==> config.mk <==
export PLATFORM = sky130hd
export DESIGN_NAME = bsal_datapath
export DESIGN_NICKNAME = d
export VERILOG_FILES = /design/src/design/bsal_pkg.sv /design/src/design/bsal_datapath.sv
export SDC_FILE = /design/constraint.sdc
export NUM_CORES = 2
export LEC_CHECK = 0
export BUFFER_PORTS_ARGS = -buffer_cell sky130_fd_sc_hd__buf_4
export CAP_MARGIN = 10
export CELL_PAD_IN_SITES_DETAIL_PLACEMENT = 1
export CELL_PAD_IN_SITES_GLOBAL_PLACEMENT = 1
export CORE_UTILIZATION = 50
export CTS_BUF_LIST = sky130_fd_sc_hd__clkbuf_8
export DETAILED_ROUTE_END_ITERATION = 8
export PLACE_DENSITY_LB_ADDON = 0.1
export SYNTH_ARGS = -nofsm -noshare
export SYNTH_HDL_FRONTEND = slang
export SYNTH_SLANG_ARGS = --single-unit
==> constraint.sdc <==
create_clock -name aclk -period 8.78 [get_ports aclk]
set_input_delay 0.439 -clock aclk [delete_from_list [all_inputs] [get_ports aclk]]
set_output_delay 0.439 -clock aclk [all_outputs]
set_load 0.03 [all_outputs]
==> src/design/bsal_pkg.sv <==
// shared types and constants of the bar synced audio looper
package bsal_pkg;

    localparam int LEN_W     = 20;
    localparam int STATE_W   = 3;
    localparam int MODE_W    = 2;
    localparam int SKIP_W    = 8;
    localparam int GAIN_W    = 16;
    localparam int REG_IDX_W = 3;
    localparam int CFG_W     = 20;

    localparam logic [STATE_W-1:0] ST_IDLE  = 3'd0;
    localparam logic [STATE_W-1:0] ST_ARMED = 3'd1;
    localparam logic [STATE_W-1:0] ST_REC   = 3'd2;
    localparam logic [STATE_W-1:0] ST_STOP  = 3'd3;
    localparam logic [STATE_W-1:0] ST_PLAY  = 3'd4;
    localparam logic [STATE_W-1:0] ST_OVDB  = 3'd5;

    localparam logic [MODE_W-1:0] MODE_TICK  = 2'd0;
    localparam logic [MODE_W-1:0] MODE_CMD   = 2'd1;
    localparam logic [MODE_W-1:0] MODE_CLEAR = 2'd2;

    localparam logic [REG_IDX_W-1:0] REG_BAR_SYNC  = 3'd0;
    localparam logic [REG_IDX_W-1:0] REG_SKIP_BARS = 3'd1;
    localparam logic [REG_IDX_W-1:0] REG_GAIN      = 3'd2;
    localparam logic [REG_IDX_W-1:0] REG_REVERSE   = 3'd3;
    localparam logic [REG_IDX_W-1:0] REG_CAPACITY  = 3'd4;

    localparam logic [GAIN_W-1:0] GAIN_UNITY    = 16'd16384;
    localparam logic [LEN_W-1:0]  CAPACITY_INIT = 20'd524288;

    typedef struct packed {
        logic              bar_sync;
        logic [SKIP_W-1:0] skip_bars;
        logic [GAIN_W-1:0] gain;
        logic              reverse;
        logic [LEN_W-1:0]  capacity;
    } cfg_t;

    // per item work handed from the control stage to the data stage
    typedef struct packed {
        logic               wr;
        logic               ovd;
        logic               snd;
        logic [LEN_W-1:0]   addr;
        logic [STATE_W-1:0] state;
        logic [LEN_W-1:0]   head;
        logic [LEN_W-1:0]   rep_len;
    } op_t;

endpackage

==> src/design/bsal_datapath.sv <==
// data stage: memory read forwarding, gain, overdub sum and result register
module bsal_datapath #(
    parameter int SAMPLE_BITS = 24,
    parameter int OUT_W = 96
) (
    input  logic                           aclk,
    input  logic                           aresetn,
    input  logic                           in_fire,
    input  bsal_pkg::op_t                  in_op,
    input  logic [SAMPLE_BITS-1:0]         in_left,
    input  logic [SAMPLE_BITS-1:0]         in_right,
    input  logic [bsal_pkg::GAIN_W-1:0]    gain,
    output logic                           stage_ready,
    input  logic [2*SAMPLE_BITS-1:0]       rd_data,
    output logic                           wr_en,
    output logic [bsal_pkg::LEN_W-1:0]     wr_addr,
    output logic [2*SAMPLE_BITS-1:0]       wr_data,
    output logic                           m_tvalid,
    input  logic                           m_tready,
    output logic [OUT_W-1:0]               m_tdata
);

    localparam int SB = SAMPLE_BITS;
    localparam int PW = SB + bsal_pkg::GAIN_W + 1;
    localparam logic [SB-1:0] S_MAX = {1'b0, {(SB-1){1'b1}}};
    localparam logic [SB-1:0] S_MIN = {1'b1, {(SB-1){1'b0}}};

    function automatic logic [SB-1:0] sat_gain(input logic [SB+2:0] v);
        logic [3:0] top;
        top = v[SB+2:SB-1];
        if (&top || ~|top) begin
            return v[SB-1:0];
        end else if (v[SB+2]) begin
            return S_MIN;
        end else begin
            return S_MAX;
        end
    endfunction

    function automatic logic [SB-1:0] sat_sum(input logic [SB:0] v);
        if (v[SB] == v[SB-1]) begin
            return v[SB-1:0];
        end else if (v[SB]) begin
            return S_MIN;
        end else begin
            return S_MAX;
        end
    endfunction

    logic                b_valid_reg;
    bsal_pkg::op_t       b_op_reg;
    logic [SB-1:0]       b_left_reg, b_right_reg;
    logic                fwd_reg;
    logic [2*SB-1:0]     fwd_data_reg;
    logic                m_valid_reg;
    logic [OUT_W-1:0]    m_data_reg;

    logic                out_ready, b_fire;
    logic [SB-1:0]       mem_l, mem_r;
    logic signed [PW-1:0] prod_l, prod_r;
    logic [PW-1:0]       rnd_l, rnd_r;
    logic [SB-1:0]       play_l, play_r;
    logic [SB-1:0]       new_l, new_r;

    assign out_ready   = !m_valid_reg || m_tready;
    assign b_fire      = b_valid_reg && out_ready;
    assign stage_ready = !b_valid_reg || out_ready;

    assign mem_l = fwd_reg ? fwd_data_reg[SB-1:0]    : rd_data[SB-1:0];
    assign mem_r = fwd_reg ? fwd_data_reg[2*SB-1:SB] : rd_data[2*SB-1:SB];

    assign prod_l = $signed(mem_l) * $signed({1'b0, gain});
    assign prod_r = $signed(mem_r) * $signed({1'b0, gain});
    assign rnd_l  = prod_l + PW'(8192);
    assign rnd_r  = prod_r + PW'(8192);
    assign play_l = b_op_reg.snd ? sat_gain(rnd_l[PW-1:14]) : '0;
    assign play_r = b_op_reg.snd ? sat_gain(rnd_r[PW-1:14]) : '0;

    assign new_l = b_op_reg.ovd
                 ? sat_sum({mem_l[SB-1], mem_l} + {b_left_reg[SB-1], b_left_reg})
                 : b_left_reg;
    assign new_r = b_op_reg.ovd
                 ? sat_sum({mem_r[SB-1], mem_r} + {b_right_reg[SB-1], b_right_reg})
                 : b_right_reg;

    assign wr_en   = b_fire && b_op_reg.wr;
    assign wr_addr = b_op_reg.addr;
    assign wr_data = {new_r, new_l};

    always_ff @(posedge aclk) begin
        if (!aresetn) begin
            b_valid_reg <= 1'b0;
            m_valid_reg <= 1'b0;
            fwd_reg     <= 1'b0;
        end else begin
            if (in_fire) begin
                b_valid_reg <= 1'b1;
                fwd_reg     <= wr_en && (b_op_reg.addr == in_op.addr);
            end else if (b_fire) begin
                b_valid_reg <= 1'b0;
            end
            if (b_fire) begin
                m_valid_reg <= 1'b1;
            end else if (m_tready) begin
                m_valid_reg <= 1'b0;
            end
        end
    end

    always_ff @(posedge aclk) begin
        if (in_fire) begin
            b_op_reg     <= in_op;
            b_left_reg   <= in_left;
            b_right_reg  <= in_right;
            fwd_data_reg <= wr_data;
        end
        if (b_fire) begin
            m_data_reg <= OUT_W'({b_op_reg.rep_len, b_op_reg.head, b_op_reg.state,
                                  play_r, play_l});
        end
    end

    assign m_tvalid = m_valid_reg;
    assign m_tdata  = m_data_reg;

endmodule

==> run metrics <==
outcome=complete, no violations; crit start category=flip-flop; PortBufs=between 300 and 400; Max Slew Vio Count=0; Routability Congestion=0.8825; f_max=0.1216 GHz; Setup TNS Final=0 ns; WP data required=roughly 9 ns; WP data arrival=8.70 ns; Yosys warnings=0; critical path type=flip-flop to flip-flop; largest net degree at the start of global routing=between 90 and 100; # setup viols final=0; area grow syn2layout=13.08%; number of flip-flops in the largest register=91; Worst Hold Class=input pin to flip-flop; final hold violation count=0; Worst setup EP type=flip-flop; most common cell after layout, fill and taps aside=inv_1; crit path max fanout=23; DRT Pass-1 Iters=5; drt drc=0; Row Count=approximately 100; DRT Wirelength=between 100000 and 150000 microns; initial core utilization=roughly half; number of flops mapped to enable cells by yosys=between 200 and 300; Routed Antenna Nets=0; post-synthesis register bit count=256; Mapped Cells=~4.2k; CTS buffer count=around 50; Starting DRT DRC Count=1633; Die ar.=roughly 0.084 sq mm; post-DR vias/cell=5.392; routed length per instance=approximately 23 microns; global-route wire length before repair=slightly above 200000 microns; CTS clk-pin slew, worst paths=~0.07 ns; Synth Cell Area=approximately 0.041 sq mm; Root Driver=clkbuf_8; clk_skew=approximately 0.044 ns; Die Wd=~290 microns; initial antenna violation count=3; overall routing resource usage=32.11%; CTS sink cnt=roughly 260; Syn Area/Cell=between 9 and 10 sq um; io pins=approximately 350; die height=slightly below 300 microns; layout cells sized above 1=a little under an eighth; Clk Latency, worst-skew pair=roughly 0.68 ns; grt ovf=0; Cell variety after synth=76; nets=about 5.8k; Max clock buf depth=3; Final min period=about 8.2 ns; fin crit share=between 90% and 100%; sequential share of the synthesized area=a little under a fifth; TritonCTS clock tree=built; H-tree level count=2; max-cap viol count=0; number of global-route vias before repair=~35k; slew at the pin closest to its max-slew limit=1.147 ns; Core Box Area=roughly 0.081 sq mm; relative slew slack=approximately a quarter; commonest cells after routing, fill and taps aside=inv_1, fa_1, and2_1; DR vias=around 31k; asr flop ratio synth=0%; Main synth FF type=edfxtp_1; estimated wirelength of the detail-placed design=~97000 microns; unrepaired setup endpoints after global routing=false
## kinds of logic after synthesis
family,share of synthesized area [%]
fa+ha+maj,45.36
mux,1.510
compound gates,6.963
simple gates,13.48
xor+xnor,2.654
other cells,0.009090
flops,18.56
buf+inv,11.46
## layer usage
metal / vias to the layer above / GRT usage [%] / part of all wire [%]
li1: 13560 / - / -
met3: 207 / 4.252 / 4.5
met5: - / 0 / 0
met2: 754 / 58.10 / 52
met1: 15990 / 39.44 / 40
met4: 0 / 10.26 / 3.1
## final cells by class
type / instances / area (sq um)
clock buffers: 50 / 688.2
flip-flops and latches: 256 / 7659
repair buffers: 488 / 3968
clock inverters: 38 / 215.2
well taps: 1060 / 1326
inverters: 1033 / 3877
fillers: 9088 / 34420
multi-input cells: 2730 / 28910
diodes: 3 / 7.507
## cells in the mapped netlist (4+ instances only)
master     instances  area (sq um)
a211o_1            5         43.79
a211oi_1          30         225.2
a21boi_0           9         67.56
a21o_1            40         300.3
a21oi_1          110         550.5
a221oi_1           4         35.03
a311oi_1           5         43.79
a31o_2             4         35.03
a31oi_1           16         100.1
and2_1           494          3090
and3_1            15         93.84
buf_2              6         30.03
buf_4             27         202.7
clkbuf_1         164         615.6
edfxtp_1         253          7597
fa_1             754         15090
ha_1             286          3578
inv_1           1033          3877
maj3_1             4         40.04
mux2_2            50         563.0
mux2i_1            6         60.06
nand2_1          362          1359
nand2b_1           8         50.05
nand3_1           18         90.09
nand4_1           24         150.1
nor2_1            83         311.6
nor2b_1           13         81.33
nor3_1            22         110.1
nor4_1             4         25.02
o2111ai_1          4         35.03
o211ai_1           8         60.06
o21a_1            17         127.6
o21ai_0           55         275.3
o21ai_1           45         225.2
o21bai_1          12         90.09
o221a_2           21         236.5
o221ai_1           4         35.03
o31ai_1            7         52.55
or3_1              7         43.79
xnor2_1           74         648.1
xor2_1            51         446.7
## final timing paths
check                                            start                        end  slack, ns  cells after the start
worst max-delay path              fwd_reg$_SDFFE_PN0P_  m_tdata[40]$_SDFFCE_PN0P_       0.55                     21
worst min-delay path                          m_tready      m_tvalid$_SDFFE_PN0P_       0.19                      3
worst max register to register    fwd_reg$_SDFFE_PN0P_  m_tdata[40]$_SDFFCE_PN0P_       0.55                     21
worst min register to register  b_op_reg[39]$_DFFE_PP_      m_tdata[70]$_DFFE_PP_       0.42                      0
## per-stage QoR
stage | util, % | instances | worst slack (ns) | instance area [sq um] | hold WS [ns]
after global routing | 57.55 | 5658 | 0.08453 | 46650 | 0.1842
after global placement | 55.00 | 5452 | 0.7503 | 44590 | 0.4002
after detailed placement | 55.00 | 5452 | 0.5807 | 44590 | 0.4052
after floorplan | - | 4217 | 1.061 | 41270 | 0.4003
after CTS | 57.54 | 5655 | 0.4853 | 46640 | 0.1320
final | 57.55 | 5658 | 0.5550 | 46650 | 0.1944
## repair_timing
| action | CTS | global route |
|---|---|---|
| endpoints found under the hold margin | 116 | 0 |
| buffers inserted | 0 | 0 |
| gates resized for setup | 0 | 0 |
| hold buffers | 115 | 0 |
## critical path, cell delays in order (launching register included)
cell and delay (ns):
dfxtp_2 0.72, mux2_2 0.59, nand2_1 0.25, fa_1 0.80
fa_1 0.46, inv_1 0.33, fa_1 0.53, fa_1 0.53
fa_1 0.50, inv_1 0.06, fa_1 0.49, inv_1 0.04
ha_1 0.33, a21oi_1 0.17, o21ai_0 0.20, or3b_2 0.50
o221ai_1 0.24, o221ai_1 0.22, xnor2_1 0.46, a32oi_1 0.09
buf_4 0.24, o31ai_1 0.26
Power is left out: the tool's default activity adds up to more than one toggle a clock period on the data nets, which glitch-free logic cannot reach.
