`src/design/bsal_pkg.sv`:
```
// shared types and constants of the bar synced audio looper
package bsal_pkg;

    localparam int LEN_W     = 20;
    localparam int STATE_W   = 3;
    localparam int MODE_W    = 2;
    localparam int SKIP_W    = 8;
    localparam int GAIN_W    = 16;
    localparam int REG_IDX_W = 3;
    localparam int CFG_W     = 20;

    localparam logic [STATE_W-1:0] ST_IDLE  = 3'd0;
    localparam logic [STATE_W-1:0] ST_ARMED = 3'd1;
    localparam logic [STATE_W-1:0] ST_REC   = 3'd2;
    localparam logic [STATE_W-1:0] ST_STOP  = 3'd3;
    localparam logic [STATE_W-1:0] ST_PLAY  = 3'd4;
    localparam logic [STATE_W-1:0] ST_OVDB  = 3'd5;

    localparam logic [MODE_W-1:0] MODE_TICK  = 2'd0;
    localparam logic [MODE_W-1:0] MODE_CMD   = 2'd1;
    localparam logic [MODE_W-1:0] MODE_CLEAR = 2'd2;

    localparam logic [REG_IDX_W-1:0] REG_BAR_SYNC  = 3'd0;
    localparam logic [REG_IDX_W-1:0] REG_SKIP_BARS = 3'd1;
    localparam logic [REG_IDX_W-1:0] REG_GAIN      = 3'd2;
    localparam logic [REG_IDX_W-1:0] REG_REVERSE   = 3'd3;
    localparam logic [REG_IDX_W-1:0] REG_CAPACITY  = 3'd4;

    localparam logic [GAIN_W-1:0] GAIN_UNITY    = 16'd16384;
    localparam logic [LEN_W-1:0]  CAPACITY_INIT = 20'd524288;

    typedef struct packed {
        logic              bar_sync;
        logic [SKIP_W-1:0] skip_bars;
        logic [GAIN_W-1:0] gain;
        logic              reverse;
        logic [LEN_W-1:0]  capacity;
    } cfg_t;

    // per item work handed from the control stage to the data stage
    typedef struct packed {
        logic               wr;
        logic               ovd;
        logic               snd;
        logic [LEN_W-1:0]   addr;
        logic [STATE_W-1:0] state;
        logic [LEN_W-1:0]   head;
        logic [LEN_W-1:0]   rep_len;
    } op_t;

endpackage

```
`src/design/bsal_ctrl.sv`:
```
// looper state machine, head and length bookkeeping, memory access decode
module bsal_ctrl #(
    parameter int MAX_FRAMES = 524288
) (
    input  logic                          aclk,
    input  logic                          aresetn,
    input  logic                          in_fire,
    input  logic [bsal_pkg::MODE_W-1:0]   mode,
    input  logic                          bar,
    input  logic                          run,
    input  logic [bsal_pkg::STATE_W-1:0]  new_state,
    input  bsal_pkg::cfg_t                cfg,
    output bsal_pkg::op_t                 op
);

    localparam int LW = bsal_pkg::LEN_W;
    localparam logic [24:0] MAX_W = 25'(MAX_FRAMES);

    logic [bsal_pkg::STATE_W-1:0] state_reg, state_next;
    logic [LW-1:0]                head_reg, head_next;
    logic [LW-1:0]                rep_reg, rep_next;
    logic [LW-1:0]                frames_reg, frames_next;
    logic                         os_set_reg, os_set_next;
    logic [LW-1:0]                os_reg, os_next;
    logic [bsal_pkg::SKIP_W-1:0]  dbc_reg, dbc_next;

    logic [LW-1:0] cap_now;
    assign cap_now = (25'(cfg.capacity) > MAX_W) ? LW'(MAX_W) : cfg.capacity;

    always_comb begin
        logic          do_rec;
        logic [LW-1:0] rec_base;
        logic [LW-1:0] len;
        logic [LW-1:0] h;
        logic [LW-1:0] ri;
        logic [LW-1:0] hn;
        logic          end_ovd;
        logic          cmd_done;

        state_next  = state_reg;
        head_next   = head_reg;
        rep_next    = rep_reg;
        frames_next = frames_reg;
        os_set_next = os_set_reg;
        os_next     = os_reg;
        dbc_next    = dbc_reg;
        op.wr       = 1'b0;
        op.ovd      = 1'b0;
        op.snd      = 1'b0;
        op.addr     = '0;
        do_rec      = 1'b0;
        rec_base    = head_reg;
        len         = frames_reg;
        h           = (head_reg < len) ? head_reg : '0;
        ri          = cfg.reverse ? (len - LW'(1) - h) : h;
        hn          = ((LW+1)'(h) + (LW+1)'(1) == (LW+1)'(len)) ? '0 : (h + LW'(1));
        end_ovd     = os_set_reg && (h > (len >> 1))
                      && ((LW+1)'(hn) <= ((LW+1)'(os_reg) + (LW+1)'(1)));
        cmd_done    = 1'b0;

        case (mode)
            bsal_pkg::MODE_TICK: begin
                case (state_reg)
                    bsal_pkg::ST_ARMED: begin
                        if (cfg.bar_sync && !(run && bar)) begin
                            dbc_next = dbc_reg;
                        end else if (cfg.bar_sync && (dbc_reg < cfg.skip_bars)) begin
                            dbc_next = dbc_reg + 8'd1;
                        end else begin
                            state_next = bsal_pkg::ST_REC;
                            rec_base   = '0;
                            do_rec     = 1'b1;
                        end
                    end
                    bsal_pkg::ST_REC, bsal_pkg::ST_STOP: begin
                        if (head_reg >= cap_now
                            || (state_reg == bsal_pkg::ST_STOP && bar)) begin
                            frames_next = head_reg;
                            rep_next    = head_reg;
                            state_next  = bsal_pkg::ST_PLAY;
                            head_next   = '0;
                        end else begin
                            do_rec = 1'b1;
                        end
                    end
                    bsal_pkg::ST_PLAY, bsal_pkg::ST_OVDB: begin
                        if (len != '0) begin
                            op.snd    = 1'b1;
                            op.addr   = ri;
                            head_next = hn;
                            if (state_reg == bsal_pkg::ST_OVDB) begin
                                op.wr  = 1'b1;
                                op.ovd = 1'b1;
                                if (end_ovd) begin
                                    state_next = bsal_pkg::ST_PLAY;
                                end
                            end
                        end
                    end
                    default: begin
                        state_next = state_reg;
                    end
                endcase
            end
            bsal_pkg::MODE_CMD: begin
                if (new_state <= bsal_pkg::ST_OVDB) begin
                    if (new_state == bsal_pkg::ST_ARMED) begin
                        head_next   = '0;
                        rep_next    = '0;
                        frames_next = '0;
                        dbc_next    = '0;
                    end
                    if (new_state == bsal_pkg::ST_PLAY && state_reg == bsal_pkg::ST_REC) begin
                        if (cfg.bar_sync) begin
                            state_next = bsal_pkg::ST_STOP;
                            cmd_done   = 1'b1;
                        end else begin
                            frames_next = head_reg;
                            rep_next    = head_reg;
                            head_next   = '0;
                        end
                    end
                    if (!cmd_done) begin
                        if (new_state == bsal_pkg::ST_OVDB) begin
                            os_set_next = 1'b1;
                            os_next     = head_reg;
                        end
                        if (new_state == bsal_pkg::ST_IDLE) begin
                            head_next   = '0;
                            os_set_next = 1'b0;
                        end
                        state_next = new_state;
                    end
                end
            end
            bsal_pkg::MODE_CLEAR: begin
                head_next   = '0;
                rep_next    = '0;
                frames_next = '0;
                os_set_next = 1'b0;
            end
            default: begin
                state_next = state_reg;
            end
        endcase

        if (do_rec) begin
            if (rec_base < cap_now) begin
                op.wr     = 1'b1;
                op.addr   = rec_base;
                head_next = rec_base + LW'(1);
            end else begin
                head_next = rec_base;
            end
            rep_next = head_next;
        end

        op.state   = state_next;
        op.head    = head_next;
        op.rep_len = rep_next;
    end

    always_ff @(posedge aclk) begin
        if (!aresetn) begin
            state_reg  <= bsal_pkg::ST_IDLE;
            head_reg   <= '0;
            rep_reg    <= '0;
            frames_reg <= '0;
            os_set_reg <= 1'b0;
            os_reg     <= '0;
            dbc_reg    <= '0;
        end else if (in_fire) begin
            state_reg  <= state_next;
            head_reg   <= head_next;
            rep_reg    <= rep_next;
            frames_reg <= frames_next;
            os_set_reg <= os_set_next;
            os_reg     <= os_next;
            dbc_reg    <= dbc_next;
        end
    end

endmodule

```
`config.mk`:
```
export PLATFORM = sky130hd
export DESIGN_NAME = bsal_ctrl
export DESIGN_NICKNAME = d
export VERILOG_FILES = /design/src/design/bsal_pkg.sv /design/src/design/bsal_ctrl.sv
export SDC_FILE = /design/constraint.sdc
export NUM_CORES = 1
export LEC_CHECK = 0
export BUFFER_PORTS_ARGS = -buffer_cell sky130_fd_sc_hd__buf_2
export CORE_MARGIN = 3
export CORE_UTILIZATION = 44
export DETAILED_ROUTE_END_ITERATION = 16
export GPL_ROUTABILITY_DRIVEN = 1
export PLACE_DENSITY_LB_ADDON = 0.2
export SLEW_MARGIN = 20
export SYNTH_ARGS = -nofsm -noshare
export SYNTH_HDL_FRONTEND = slang
export SYNTH_SLANG_ARGS = --single-unit
export TNS_END_PERCENT = 30
```
`constraint.sdc`:
```
create_clock -name aclk -period 11.58 [get_ports aclk]
set_input_delay 2.895 -clock aclk [delete_from_list [all_inputs] [get_ports aclk]]
set_output_delay 2.895 -clock aclk [all_outputs]
set_load 0.01 [all_outputs]
```
==> impl_metrics.prom, run 1 <==
# TYPE chip_impl_metric gauge
chip_impl_info{name="run_status",value="completed"} 1
chip_impl_metric{name="ant_nets",unit=""} 0
chip_impl_info{name="critPathSlowestCell",value="or4_1"} 1
chip_impl_metric{name="number_of_global_route_vias_before_repair",unit=""} 11707
chip_impl_metric{name="gp_congestion",unit=""} 0.990
chip_impl_metric{name="cts.sinks",unit=""} 92
chip_impl_info{name="post_synth_most_frequent_cells",value="183 x nand2_1, 143 x nor2_1, 124 x ha_1"} 1
chip_impl_metric{name="ir_worst_vdd",unit="mV"} 0.0735
chip_impl_metric{name="relSlewSlack",unit=""} 0.357
chip_impl_metric{name="critPathRequiredTime",unit="ps"} 8690
chip_impl_metric{name="yosys_register_bits",unit=""} 92
chip_impl_metric{name="worstPathMaxFanout",unit=""} 10
chip_impl_metric{name="start_util",unit=""} 0.449
chip_impl_metric{name="finalWorstSetupSlack",unit="ps"} 438
chip_impl_metric{name="grtUsageTotal",unit=""} 0.328
chip_impl_metric{name="detailed_place_hpwl",unit="µm"} 33000
chip_impl_info{name="class_of_the_tightest_hold_or_removal_check",value="register to register"} 1
chip_impl_info{name="rsz_0062_raised_after_global_routing",value="false"} 1
chip_impl_metric{name="post-layout-total-power",unit="µW"} 1030
chip_impl_metric{name="postLayoutCellArea",unit="µm²"} 12200
chip_impl_metric{name="yosysTopAreaCellShare",unit=""} 0.168
chip_impl_metric{name="antenna_found_initial",unit=""} 0
chip_impl_metric{name="dr.pass1.iters",unit=""} 6
chip_impl_metric{name="syn_area_cell",unit="µm²"} 7.05
chip_impl_metric{name="die-area",unit="µm²"} 26800
chip_impl_metric{name="reg_area",unit="µm²"} 1840
chip_impl_metric{name="multi_input_comb_area",unit="µm²"} 8440
chip_impl_metric{name="clk_latency",unit="ps"} 370
chip_impl_metric{name="mapped_cells",unit=""} 1554
chip_impl_metric{name="syn_nets",unit=""} 1735
chip_impl_metric{name="die_x",unit="µm"} 164
chip_impl_metric{name="power_leakage",unit="µW"} 0.00538
chip_impl_metric{name="port-buffer-count",unit=""} 105
chip_impl_metric{name="totalNegativeSetupSlack",unit="ps"} 0
chip_impl_metric{name="antenna_cells_inserted",unit=""} 0
chip_impl_metric{name="grt_max_degree",unit=""} 62
chip_impl_metric{name="num_io_pins",unit=""} 122
chip_impl_metric{name="yosysWarnings",unit=""} 0
chip_impl_info{name="cts_tree",value="yes"} 1
chip_impl_info{name="ctsRootBufferMaster",value="clkbuf_16"} 1
chip_impl_metric{name="final_core_util",unit=""} 0.500
chip_impl_metric{name="final_net_count",unit=""} 1801
chip_impl_metric{name="arrival",unit="ps"} 8250
chip_impl_metric{name="vias_per_cell",unit=""} 6.45
chip_impl_metric{name="asyncSetResetFlopFracSynth",unit=""} 0
chip_impl_metric{name="layout_cells_sized_above_1",unit=""} 0.122
chip_impl_info{name="synthMostInstantiatedCell",value="nand2_1"} 1
chip_impl_info{name="synthTopCellsByArea",value="dfxtp_1 17%, ha_1 14%, nand2_1 6.3%"} 1
chip_impl_info{name="critical_path.cell_chain",value="buf_2 -> inv_1 -> ha_1 -> a21oi_1 -> o21ai_0 -> a311oi_1 -> a21oi_1 -> or2_2 -> nor2_1 -> ha_1 -> a21o_1 -> a21o_1 -> a221oi_1 -> o221a_2 -> o21ai_1 -> or4_1 -> or3_1 -> a31oi_2 -> a21boi_0 -> buf_2"} 1
chip_impl_info{name="synth_flop_cell",value="dfxtp_1"} 1
chip_impl_metric{name="chipHeight",unit="µm"} 164
chip_impl_metric{name="core_region_area",unit="µm²"} 24400
chip_impl_metric{name="n_fill_cell",unit=""} 2471
chip_impl_metric{name="power-per-cell-area",unit="nW/µm²"} 84.6
chip_impl_info{name="synth_top_cell_by_area",value="dfxtp_1"} 1
chip_impl_info{name="path_class",value="input port to output pin"} 1
chip_impl_info{name="worst_setup_path_end_kind",value="output pin"} 1
chip_impl_info{name="sort_of_element_at_the_start_of_the_critical_path",value="input port"} 1
chip_impl_metric{name="post_cts_buffers",unit=""} 0
chip_impl_metric{name="detail_route.wl_per_cell",unit="µm"} 22.9
chip_impl_metric{name="clkSlewWorstSetupHoldPaths",unit="ps"} 70
chip_impl_metric{name="hold_viol_final",unit=""} 0
chip_impl_metric{name="synth_edf_count",unit=""} 0
chip_impl_metric{name="fmaxAchievable",unit="GHz"} 0.0897
chip_impl_metric{name="syn_area",unit="µm²"} 11000
chip_impl_metric{name="drt_first_iter_violations",unit=""} 1723
chip_impl_metric{name="worst_margin_pin_slew",unit="ps"} 965
chip_impl_metric{name="critical_path.max_stage_delay",unit="ps"} 600
chip_impl_metric{name="num_vias",unit=""} 12572
chip_impl_metric{name="cts-root-to-sink-buffers",unit=""} 2
chip_impl_metric{name="maxCapViolations",unit=""} 0
chip_impl_metric{name="grt_overflow",unit=""} 0
chip_impl_metric{name="drt_wl_total",unit="µm"} 44600
chip_impl_metric{name="grt_pass1_wl",unit="µm"} 68100
chip_impl_metric{name="dp_worst_setup_slack",unit="ps"} 587
chip_impl_metric{name="area_growth_syn_to_layout",unit="%"} 11.3
chip_impl_metric{name="rows",unit=""} 57
chip_impl_metric{name="synth_cell_type_count",unit=""} 78
chip_impl_metric{name="final.period_utilization",unit=""} 0.962
chip_impl_metric{name="finalCriticalPeriod",unit="ps"} 11140
chip_impl_metric{name="share_of_the_yosys_chip_area_belonging_to_registers",unit=""} 0.168
chip_impl_metric{name="post-route-drc-count",unit=""} 0
chip_impl_metric{name="final.setup_skew",unit="ps"} 13.7
chip_impl_metric{name="maxSlewViolCount",unit=""} 0
chip_impl_metric{name="finalSetupViolCount",unit=""} 0
chip_impl_metric{name="htreeDepth",unit=""} 3
chip_impl_metric{name="numCtsBuffers",unit=""} 9
chip_impl_metric{name="post_dp_cell_area",unit="µm²"} 11900
-- final cells by class --
| cell class | instances | share of cell area |
|---|---|---|
| clock buffer | 10 | 0.0196 |
| clock inverter | 6 | 0.00770 |
| inverter | 81 | 0.0250 |
| multi-input combinational | 1285 | 0.692 |
| sequential | 92 | 0.151 |
| tap | 324 | 0.0332 |
| timing repair buffer | 151 | 0.0714 |
-- worst paths after layout --
| path | slack, ps | start | cells past startpoint | end |
|---|---|---|---|---|
| min | 480 | os_reg[16]$_SDFFE_PN0P_ | 2 | os_reg[16]$_SDFFE_PN0P_ |
| max | 440 | cfg[39] | 20 | op[38] |
| min reg2reg | 480 | os_reg[16]$_SDFFE_PN0P_ | 2 | os_reg[16]$_SDFFE_PN0P_ |
| max reg2reg | 3760 | frames_reg[11]$_SDFFE_PN0P_ | 31 | state_reg[0]$_SDFFE_PN0P_ |
-- where the power goes --
| group | internal [µW] | leakage [µW] | switching, µW | total, µW |
|---|---|---|---|---|
| Sequential | 324 | 0.000747 | 10.2 | 334 |
| Combinational | 125 | 0.00447 | 225 | 350 |
| Clock | 198 | 0.000160 | 150 | 348 |
| Total | 646 | 0.00538 | 385 | 1030 |
-- layout by cell type (no fill, tap or decap), drive strengths merged, types with 6 or more instances in the layout --
master / instances
a211oi: 14
a21boi: 8
a21o: 33
a21oi: 107
a221oi: 15
a22o: 6
a22oi: 28
a311oi: 7
a31oi: 15
and2: 21
and3: 21
buf: 151
clkbuf: 10
dfxtp: 92
ha: 124
inv: 82
mux2i: 17
nand2: 183
nand2b: 10
nand3: 64
nand4: 36
nor2: 145
nor2b: 20
nor3: 36
nor4: 25
nor4b: 6
o211ai: 8
o21a: 14
o21ai: 107
o21ba: 10
o22ai: 15
o31ai: 12
or2: 7
or3: 16
xnor2: 46
xor2: 31
-- cell families after synthesis --
family                   synth area share
adder cells (fa/ha/maj)             0.145
AO/OA/AOI/OAI                       0.277
flip-flops                          0.168
multiplexers                       0.0176
buffers and inverters              0.0627
XOR/XNOR                           0.0636
AND/OR/NAND/NOR                     0.266
-- critical path: cells and delay by family --
family          cells  cell delay (ps)
buf+inv             3              320
fa+ha+maj           2              620
simple gates        4             1800
compound gates     11             2610
-- through the flow --
step | cells | hold WS (ps)
after CTS | 1949 | 486
after detailed placement | 1933 | 475
after global routing | 1949 | 504
final | 1949 | 484
after global placement | 1933 | 462
after floorplan | 1554 | 454
-- layer usage --
| layer | GRT usage | vias to the layer above | routed length, µm |
|---|---|---|---|
| met3 | 0.0618 | 155 | 4750 |
| li1 | - | 5810 | - |
| met2 | 0.491 | 752 | 18500 |
| met4 | 0.160 | 0 | 2370 |
| met1 | 0.452 | 5855 | 18900 |
| met5 | 0 | - | 0 |
-- repair_timing --
| item | 4_1_cts | 5_1_grt |
|---|---|---|
| hold buffers | 0 | 0 |
| gates resized for setup | 0 | 3 |
| endpoints found under the setup margin | 0 | 1 |
Power figures use the tool's default switching activity.
==> inputs of run 2 (changes only) <==
CORE_MARGIN = 1.5   (was 3)
PLACE_DENSITY_LB_ADDON = not set   (was 0.2)
==> impl_metrics.prom, run 2 (synthesis gave the netlist of run 1 again) <==
# TYPE chip_impl_metric gauge
chip_impl_metric{name="critPathRequiredTime",unit="ps"} 8690
chip_impl_metric{name="core_region_area",unit="µm²"} 24400
chip_impl_metric{name="chipHeight",unit="µm"} 161
chip_impl_metric{name="totalNegativeSetupSlack",unit="ps"} 0
chip_impl_metric{name="worstPathMaxFanout",unit=""} 10
chip_impl_metric{name="rows",unit=""} 57
chip_impl_metric{name="detail_route.wl_per_cell",unit="µm"} 22.8
chip_impl_metric{name="gates_resized_cts_repair",unit=""} 0
chip_impl_metric{name="vias_per_cell",unit=""} 6.40
chip_impl_metric{name="power-per-cell-area",unit="nW/µm²"} 81.1
chip_impl_metric{name="drt_first_iter_violations",unit=""} 1495
chip_impl_metric{name="cts.sinks",unit=""} 92
chip_impl_metric{name="grt_max_degree",unit=""} 62
chip_impl_metric{name="post_cts_hold_buffer_count",unit=""} 0
chip_impl_metric{name="ant_nets",unit=""} 0
chip_impl_metric{name="final_core_util",unit=""} 0.498
chip_impl_info{name="worst_setup_path_end_kind",value="output pin"} 1
chip_impl_metric{name="num_vias",unit=""} 12452
chip_impl_metric{name="die_x",unit="µm"} 161
chip_impl_metric{name="area_growth_syn_to_layout",unit="%"} 10.8
chip_impl_metric{name="worst_margin_pin_slew",unit="ps"} 924
chip_impl_metric{name="arrival",unit="ps"} 8280
chip_impl_metric{name="start_util",unit=""} 0.449
chip_impl_metric{name="fmaxAchievable",unit="GHz"} 0.0895
chip_impl_metric{name="hold_viol_final",unit=""} 0
chip_impl_metric{name="place_inst",unit=""} 1931
chip_impl_info{name="cts_tree",value="yes"} 1
chip_impl_metric{name="clkSlewWorstSetupHoldPaths",unit="ps"} 70
chip_impl_info{name="class_of_the_tightest_hold_or_removal_check",value="register to register"} 1
chip_impl_metric{name="finalSetupViolCount",unit=""} 0
chip_impl_metric{name="antenna_found_initial",unit=""} 1
chip_impl_info{name="ctsRootBufferMaster",value="clkbuf_16"} 1
chip_impl_metric{name="maxSlewViolCount",unit=""} 0
chip_impl_metric{name="numCtsBuffers",unit=""} 9
chip_impl_metric{name="final.setup_skew",unit="ps"} 14.5
chip_impl_info{name="path_class",value="input port to output pin"} 1
chip_impl_metric{name="number_of_global_route_vias_before_repair",unit=""} 11353
chip_impl_info{name="run_status",value="completed"} 1
chip_impl_metric{name="multi_input_comb_area",unit="µm²"} 8430
chip_impl_metric{name="num_io_pins",unit=""} 122
chip_impl_metric{name="die-area",unit="µm²"} 25900
chip_impl_metric{name="grt_pass1_wl",unit="µm"} 67400
chip_impl_metric{name="reg_area",unit="µm²"} 1840
chip_impl_metric{name="maxCapViolations",unit=""} 0
chip_impl_metric{name="final_net_count",unit=""} 1799
chip_impl_info{name="rsz_0062_raised_after_global_routing",value="false"} 1
chip_impl_metric{name="relSlewSlack",unit=""} 0.378
chip_impl_metric{name="final.period_utilization",unit=""} 0.965
chip_impl_metric{name="cts-root-to-sink-buffers",unit=""} 2
chip_impl_metric{name="worst_hold_slack",unit="ps"} 479
chip_impl_metric{name="non_filler_instance_count_after_layout",unit=""} 1947
chip_impl_metric{name="power_leakage",unit="µW"} 0.00535
chip_impl_metric{name="drt_wl_total",unit="µm"} 44400
chip_impl_metric{name="ir_worst_vdd",unit="mV"} 0.0687
chip_impl_metric{name="dr.pass1.iters",unit=""} 6
chip_impl_info{name="highest_count_cells_in_the_layout_ignoring_fill_and_taps",value="183 x nand2_1, 142 x nor2_1, 124 x ha_1"} 1
chip_impl_metric{name="finalCriticalPeriod",unit="ps"} 11170
chip_impl_metric{name="post-route-drc-count",unit=""} 0
chip_impl_metric{name="antenna_cells_inserted",unit=""} 0
chip_impl_metric{name="detailed_place_hpwl",unit="µm"} 32900
chip_impl_metric{name="grt_overflow",unit=""} 0
chip_impl_metric{name="clk_latency",unit="ps"} 370
chip_impl_info{name="sort_of_element_at_the_start_of_the_critical_path",value="input port"} 1
chip_impl_metric{name="port-buffer-count",unit=""} 105
chip_impl_metric{name="post_cts_buffers",unit=""} 0
chip_impl_metric{name="n_fill_cell",unit=""} 2552
chip_impl_info{name="mostFrequentLayoutCell",value="nand2_1"} 1
chip_impl_metric{name="layout_cells_sized_above_1",unit=""} 0.120
chip_impl_metric{name="gp_congestion",unit=""} 0.987
chip_impl_metric{name="htreeDepth",unit=""} 3
chip_impl_metric{name="grtUsageTotal",unit=""} 0.338
-- run 2: cell types whose count changed in the layout (fill, tap and decap cells not counted), sizes merged --
cell / before / now
bufinv: 2 / 0
clkbuf: 10 / 9
inv: 82 / 85
buf: 151 / 149
-- run 2: final cells by class --
class | count | area share
Multi-Input combinational cell | 1285 | 0.694
Sequential cell | 92 | 0.152
Timing Repair Buffer | 149 | 0.0715
Tap cell | 324 | 0.0334
Inverter | 81 | 0.0250
Clock buffer | 9 | 0.0185
Clock inverter | 7 | 0.00536
-- run 2: metal layers --
layer  track usage  vias up  wire length [µm]  part of all wire
met5             0        -                 0                 0
met4         0.175        0              2340             0.053
met3        0.0687      148              4470              0.10
met2         0.507      702             18600              0.42
met1         0.458     5786             19000              0.43
li1              -     5816                 -                 -
-- run 2: through the flow --
step	total power (µW)	worst slack (ps)	cell area, µm²
2_1_floorplan	568	1190	11000
3_3_place_gp	672	638	11900
3_5_place_dp	676	558	11900
4_1_cts	980	551	12100
5_1_grt	1030	193	12100
6_report	985	407	12100
-- run 2: final timing paths --
path | depth (start not counted) | end | slack (ps) | start
min reg2reg | 2 | os_reg[6]$_SDFFE_PN0P_ | 480 | os_reg[6]$_SDFFE_PN0P_
max reg2reg | 30 | state_reg[0]$_SDFFE_PN0P_ | 3710 | frames_reg[17]$_SDFFE_PN0P_
min | 2 | os_reg[6]$_SDFFE_PN0P_ | 480 | os_reg[6]$_SDFFE_PN0P_
max | 20 | op[38] | 410 | cfg[39]
-- run 2: worst max-delay path, cell delays in order --
cell and delay, ps:
buf_2 70, inv_1 30, ha_1 300, a21oi_1 120
o21ai_0 130, a311oi_1 350, a21oi_1 280, or2_2 500
nor2_1 360, ha_1 320, a21o_1 160, a21o_1 170
a221oi_1 280, o221a_2 270, o21ai_1 120, or4_1 610
or3_1 350, a31oi_2 310, a21boi_0 410, buf_2 210
-- run 2: power breakdown --
group,internal [µW],switching [µW],leakage (µW)
logic,123,224,0.00447
registers,324,10.1,0.000747
clock network,151,153,0.000140
